`src/design/pwo_pkg.sv`:
```
// Shared types, constants and the sine table of the phased waveform oscillator.
package pwo_pkg;

    localparam int SINE_DEPTH = 1024;
    localparam int SINE_AW    = $clog2(SINE_DEPTH);
    localparam int QDEPTH     = 4;
    localparam int QAW        = $clog2(QDEPTH);

    typedef enum logic [2:0] {
        SHAPE_SINE      = 3'd0,
        SHAPE_COSINE    = 3'd1,
        SHAPE_RAMP_UP   = 3'd2,
        SHAPE_RAMP_DOWN = 3'd3,
        SHAPE_PULSE     = 3'd4,
        SHAPE_TRIANGLE  = 3'd5
    } t_shape;

    typedef enum logic [2:0] {
        REG_WAVE_SHAPE      = 3'd0,
        REG_PERIOD_US       = 3'd1,
        REG_LEVEL_MIN       = 3'd2,
        REG_LEVEL_MAX       = 3'd3,
        REG_DUTY_WIDTH      = 3'd4,
        REG_PHASE_OFFSET    = 3'd5,
        REG_SWEEP_DIRECTION = 3'd6,
        REG_STEP_SPREAD     = 3'd7
    } t_reg_idx;

    // Effective settings: zero period, spread and width already forced to one
    typedef struct packed {
        logic [2:0]  shape;
        logic [31:0] period;
        logic [15:0] lmin;
        logic [15:0] lmax;
        logic [15:0] duty;
        logic [15:0] offset;
        logic        dir;
        logic [12:0] spread;
    } t_cfg;

    typedef struct packed {
        logic        vld;
        logic [15:0] pos;
    } t_pos_item;

    typedef logic [15:0] t_sine_rom [SINE_DEPTH];

    function automatic logic [15:0] sine_entry(input longint unsigned k);
        longint unsigned t;
        longint unsigned r;
        longint unsigned thu;
        longint unsigned biased;
        logic [1:0]      q;
        longint          th;
        longint          th2;
        longint          term;
        longint          sum;
        logic [63:0]     res;
        t = (k * 64'd65536) / SINE_DEPTH;
        q = t[15:14];
        r = t & 64'h3FFF;
        if (q[0]) begin
            r = 64'd16384 - r;
        end
        thu  = (r * 64'd1686629713) >> 14;
        th   = longint'(thu);
        th2  = longint'((thu * thu) >> 30);
        term = th;
        sum  = th;
        term = -((term * th2) / 64'sd1073741824);
        term = term / 64'sd6;
        sum  = sum + term;
        term = -((term * th2) / 64'sd1073741824);
        term = term / 64'sd20;
        sum  = sum + term;
        term = -((term * th2) / 64'sd1073741824);
        term = term / 64'sd42;
        sum  = sum + term;
        term = -((term * th2) / 64'sd1073741824);
        term = term / 64'sd72;
        sum  = sum + term;
        term = -((term * th2) / 64'sd1073741824);
        term = term / 64'sd110;
        sum  = sum + term;
        term = -((term * th2) / 64'sd1073741824);
        term = term / 64'sd156;
        sum  = sum + term;
        if (sum < 0) begin
            sum = 0;
        end
        if (sum > 64'sd1073741824) begin
            sum = 64'sd1073741824;
        end
        if (q[1]) begin
            biased = longint'(64'sd1073741824 - sum);
        end else begin
            biased = longint'(64'sd1073741824 + sum);
        end
        res = (64'd65535 * biased + 64'd1073741824) >> 31;
        return res[15:0];
    endfunction

    function automatic t_sine_rom build_sine();
        t_sine_rom rom;
        for (int k = 0; k < SINE_DEPTH; k++) begin
            rom[k] = sine_entry(64'(k));
        end
        return rom;
    endfunction

    localparam t_sine_rom SINE_ROM = build_sine();

endpackage

```
`src/design/pwo_fifo.sv`:
```
// Short position queue between the front and back pipelines.
module pwo_fifo (
    input  logic               i_clk,
    input  logic               i_rst_n,
    input  pwo_pkg::t_pos_item i_push,
    input  logic               i_pop,
    output pwo_pkg::t_pos_item o_head,
    output logic               o_full
);
    import pwo_pkg::*;

    logic [15:0]    r_mem [QDEPTH];
    logic [QAW-1:0] r_wr;
    logic [QAW-1:0] r_rd;
    logic [QAW:0]   r_cnt;
    logic           pop;

    assign o_full     = (r_cnt == (QAW+1)'(QDEPTH));
    assign o_head.vld = (r_cnt != '0);
    assign o_head.pos = r_mem[r_rd];
    assign pop        = i_pop && o_head.vld;

    always_ff @(posedge i_clk) begin
        if (i_push.vld) begin
            r_mem[r_wr] <= i_push.pos;
        end
    end

    always_ff @(posedge i_clk) begin
        if (!i_rst_n) begin
            r_wr  <= '0;
            r_rd  <= '0;
            r_cnt <= '0;
        end else begin
            if (i_push.vld) begin
                r_wr <= r_wr + 1'b1;
            end
            if (pop) begin
                r_rd <= r_rd + 1'b1;
            end
            if (i_push.vld && !pop) begin
                r_cnt <= r_cnt + 1'b1;
            end else if (pop && !i_push.vld) begin
                r_cnt <= r_cnt - 1'b1;
            end
        end
    end

    a_cnt_bound: assert property (@(posedge i_clk) disable iff (!i_rst_n)
        r_cnt <= (QAW+1)'(QDEPTH))
        else $error("queue count beyond depth");
    a_no_overflow: assert property (@(posedge i_clk) disable iff (!i_rst_n)
        o_full |-> !i_push.vld)
        else $error("transfer into a full queue");
    a_drain: assert property (@(posedge i_clk) disable iff (!i_rst_n)
        (pop && !i_push.vld) |=> r_cnt == $past(r_cnt) - 1'b1)
        else $error("queue count did not drop on pop");

endmodule

```
`config.mk`:
```
export PLATFORM = sky130hd
export DESIGN_NAME = pwo_fifo
export DESIGN_NICKNAME = d
export VERILOG_FILES = /design/src/design/pwo_pkg.sv /design/src/design/pwo_fifo.sv
export SDC_FILE = /design/constraint.sdc
export NUM_CORES = 1
export LEC_CHECK = 0
export CAP_MARGIN = 20
export CORE_AREA = 8 8 99 101
export CTS_CLUSTER_SIZE = 8
export DETAILED_ROUTE_END_ITERATION = 12
export DIE_AREA = 0 0 107 109
export DONT_BUFFER_PORTS = 1
export PLACE_DENSITY = 0.47
export SLEW_MARGIN = 20
export SYNTH_ARGS = -nofsm -noshare
export SYNTH_HDL_FRONTEND = slang
export SYNTH_SLANG_ARGS = --single-unit
```
`constraint.sdc`:
```
create_clock -name i_clk -period 6.11 [get_ports i_clk]
set_clock_uncertainty 0.15 [all_clocks]
set_input_delay 0 -clock i_clk [delete_from_list [all_inputs] [get_ports i_clk]]
set_output_delay 0 -clock i_clk [all_outputs]
set_load 0.1 [all_outputs]
```
**Word-level counts from Yosys, hierarchy flattened**

Memories as Yosys holds them, arrays and structs flattened. A register that Yosys moved wholly into a read port is not among the register bits.
Index checks and enable logic that the tools add are counted.

- Register bits: 7
- Word-level logic and storage cells: 22
- Bits in latches: 0
- ROM bits: 0
- Output and inout bits: 18
- Memories: 1
- Input bits: 20
- RAM bits: 64

- Shifts and indexed selects: 0
- $add $sub $neg: 4
- Divide/modulo/power cells: 0
- Bitwise logic cells: 0
- Multipliers: 0
- Muxes and demuxes: 6
- Order comparisons: 0
- Reduce and logical (&&, ||, !) cells: 7
- Equal/unequal tests: 1

Memory list:

| memory | words | width | rd ports | clocked after Yosys merged registers in | write ports | line | RTL |
|---|---|---|---|---|---|---|---|
| r_mem | 4 | 16 | 1 | 1 | 1 | pwo_fifo.sv:12 | `logic [15:0] r_mem [QDEPTH];` |

Operators with widths:

| cell | number |
|---|---|
| $mux W3 | 2 |
| $add A2 B1 Y2 const B | 2 |
| $mux W2 | 2 |
| $add A3 B1 Y3 const B | 1 |
| $eq A3 B3 Y1 const B | 1 |
| $logic_and A1 B1 Y1 | 3 |
| $reduce_bool A3 Y1 | 1 |
| $sub A3 B1 Y3 const B | 1 |
| $logic_not A1 Y1 | 2 |
| $mux W1 | 2 |
| $reduce_bool A2 Y1 | 1 |

**Longest topological paths before layout**

- Depth in word-level cells: 5
- Mapped depth: 7
- Depth with buffers taken out: 7

**Least setup slack after synthesis**

No wires, ideal clock.

- Kind: register to output
- From: register r_cnt[2]
- To: output o_full
- Data arrival time: 2.655 ns
- Slack: 3.305 ns
- Data required time: 5.960 ns
- Stages on the path, launching flop included: 2
- Buffers on the path: 0
- Path through: dfxtp_1 > nor3b_1

- Cells in the longest elaborated chain, start to end: 1

Ends and longest elaborated chain:

| item | line | RTL |
|---|---|---|
| from (decl) | pwo_fifo.sv:15 | `logic [QAW:0] r_cnt;` |
| from (signal assigned) | pwo_fifo.sv:42 | `r_cnt <= r_cnt + 1'b1;` |
| from (signal assigned) | pwo_fifo.sv:44 | `r_cnt <= r_cnt - 1'b1;` |
| $eq A3 B3 Y1 | pwo_fifo.sv:18 | `assign o_full = (r_cnt == (QAW+1)'(QDEPTH));` |
| to (decl) | pwo_fifo.sv:8 | `output logic o_full` |

No other way between the ends.

**Final worst setup path**

- From: register r_cnt[1]
- To: register r_cnt[2]

- Cells in the longest elaborated chain, start to end: 5
- Elaborated cells on any way between the ends: 10
- Classes of those cells: 2 x add/sub; 2 x mux; 6 x reduce/logical

Ends and longest elaborated chain:

| item |
|---|
| branches (longest 5 deep; another with $sub A3 B1 Y3) |

Parallel ways; which one is timed is not known. The select of a mux whose other input is x is not followed.
A chain may end at the register's enable or synchronous reset.

==> metrics.csv <==
metric;value;unit
grt_overflow;0;
core;0.00838;mm²
multiInputGateArea;673;µm²
syn_area;0.00282;mm²
worstSkewPairLatency;0.33;ns
synthArstFlopShare;0;%
crit_slowest_cell;dfxtp_1;
synth.top_cell.area_share;68.1;%
arrival;2.38;ns
io_pins;38;
grtUsageMet3;4.14;%
final_util;40.3;%
final.fill_count;749;
path_buf_inv;1;
die_x;107;µm
maxCapViolCount;0;
min_path_type;in2reg;
cts_sinks;73;
crit_family;adder cells;
critPathCaptureType;flip-flop;
routed_wl;5050;µm
post_cts_buffers;0;
via_per_inst;4.70;
dpl.hpwl;3220;µm
startpoint;r_cnt[1];
worstMarginPinSlew;0.974;ns
cpPeakStageDelay;0.40;ns
drc;0;
r2r-start;r_cnt[1];
route.vias.total;1265;
synth_edf_count;64;
ant_nets;0;
grt_pass1_wl;7710;µm
hold_start;i_push[16];
synth.avg_cell_area;22.2;µm²
p_leak;1.11;nW
gr-usage-met2;17.0;%
setup_viol;0;
antennaDiodeCount;0;
cts_tree;done;
r2r_cells;7;
yosysSeqAreaShare;74.5;%
cts_max_path_buffers;2;
die_area;0.0117;mm²
cts_buffers;9;
synth_area_leaders;edfxtp_1, mux4_2, dfxtp_1;
start_kind;flip-flop;
syn_inst;127;
cts_root_buf;clkbuf_8;
wl_per_cell;18.8;µm
nets;182;
status;complete, no violations;
timing.rr.end;r_cnt[2];
drt_first_pass_iters;4;
synth_common_cells;edfxtp_1, mux4_2, and2_1, dfxtp_1, mux4_1;
clock.fmax;438;MHz
yosysWarnings;0;
grt_pass1_vias;1451;
start_util;33.7;%
seq_area;0.00210;mm²
top_usage_layer;met2;
antenna_found_initial;0;
ys_types;21;
syn_to_final_growth;19.5;%
whs_path_depth;1;
p_total;1.62;mW
hold_viol_final;0;
synth_nets;153;
yosysTopAreaCell;edfxtp_1;
synth_most_common_cell;edfxtp_1;
clk_pin_slew;0.08;ns
crit_type;reg2reg;
grt_max_degree;17;
drive_gt1_share;19.3;%
row_count;34;
crit_required;6.21;ns
period_share;37.3;%
ys.flop_type;edfxtp_1;
synth_seq_cells;73;
min_period;2.28;ns
power_density;479;mW/mm²
crit_path_max_fanout;6;
final_max_slew_viol_count;0;
track_usage;9.31;%
crit_chain;o31ai_4 -> ha_1 -> inv_1 -> fa_1 -> xor2_1 -> or3_1 -> a21boi_0;
die_h;109;µm
grtUsageMet1;8.60;%
cts_htree_levels;3;
slew_headroom;35.4;%
gp_congestion;0.632;
whs_endpoint;r_mem[0][5];
r2r_slack;3.83;ns
rsz0062_at_grt;false;
port_buffers;0;
ir_worst_vdd;196;µV
tns;0;ns
drtIter0Drc;51;
==> worst max-delay path by stage <==
stage	cells past startpoint	slack [ns]	end
2_1_floorplan	1	3.30	o_full
3_3_place_gp	7	3.99	r_cnt[2]
3_5_place_dp	7	3.85	r_cnt[2]
4_1_cts	1	3.74	o_head[11]
5_1_grt	7	3.70	r_cnt[2]
6_report	7	3.83	r_cnt[2]
==> where the power goes <==
part | internal [mW] | leakage (nW) | total (mW) | switching (mW)
logic | 0.135 | 0.335 | 0.600 | 0.465
registers | 0.581 | 0.662 | 0.615 | 0.0345
clock network | 0.229 | 0.109 | 0.400 | 0.171
==> sequential cells by signal, indices dropped and copies added (netlist names), named ones only <==
name   count
r_mem     64
r_rd       2
r_cnt      3
r_wr       2
==> layout by cell type, fill, tap and decap left out, drive strengths merged, types with 3 or more instances in the layout <==
master       netlist  final
clkinv             0      4
xnor2              3      3
edfxtp            64     64
ha                 5      5
and2               9      9
dfxtp              9      9
inv                3      3
clkbuf             0     10
dlygate4sd3        0     20
mux4              16     16
==> final cells by class <==
cell class | instances | area share, %
clock buffer | 9 | 3.67
clock inverter | 7 | 2.82
inverter | 3 | 0.334
multi-input combinational | 47 | 20.0
sequential | 73 | 62.3
tap | 108 | 4.01
timing repair buffer | 22 | 6.90
==> cell families after synthesis <==
kind of cell	Yosys count	synth area share (%)
multiplexers	18	14.3
XOR/XNOR	5	1.55
adder cells (fa/ha/maj)	6	2.93
AO/OA/AOI/OAI	4	1.77
flip-flops	73	74.5
AND/OR/NAND/NOR	14	3.15
buffers and inverters	7	1.86
==> metal layers <==
| metal | up-vias | wire, µm |
|---|---|---|
| met5 | - | 0 |
| met4 | 0 | 52 |
| met3 | 4 | 257 |
| met2 | 27 | 2850 |
| met1 | 664 | 1900 |
| li1 | 570 | - |
==> worst reg2reg max path: cells and delay by family, from the launching register on <==
family	cells	cell delay (ns)
adder cells (fa/ha/maj)	2	0.61
AO/OA/AOI/OAI	2	0.50
flip-flops	1	0.40
AND/OR/NAND/NOR	1	0.30
XOR/XNOR	1	0.18
buffers and inverters	1	0.06
==> stage by stage <==
step / cell area, µm² / cells / setup slack, ns / hold slack (ns)
after floorplan: 2820 / 127 / 3.30 / -0.0511
after global placement: 2950 / 233 / 3.99 / -0.0509
after detailed placement: 2950 / 233 / 3.85 / -0.0509
after CTS: 3370 / 269 / 3.74 / 0.199
after global routing: 3370 / 269 / 3.70 / 0.197
final: 3370 / 269 / 3.83 / 0.204
==> what timing repair did <==
action,4_1_cts,5_1_grt
hold endpoints to repair,73,0
endpoints found under the setup margin,0,0
hold buffers,20,0
gates resized for setup,0,0
No activity file was read; power rests on OpenSTA's default activity.
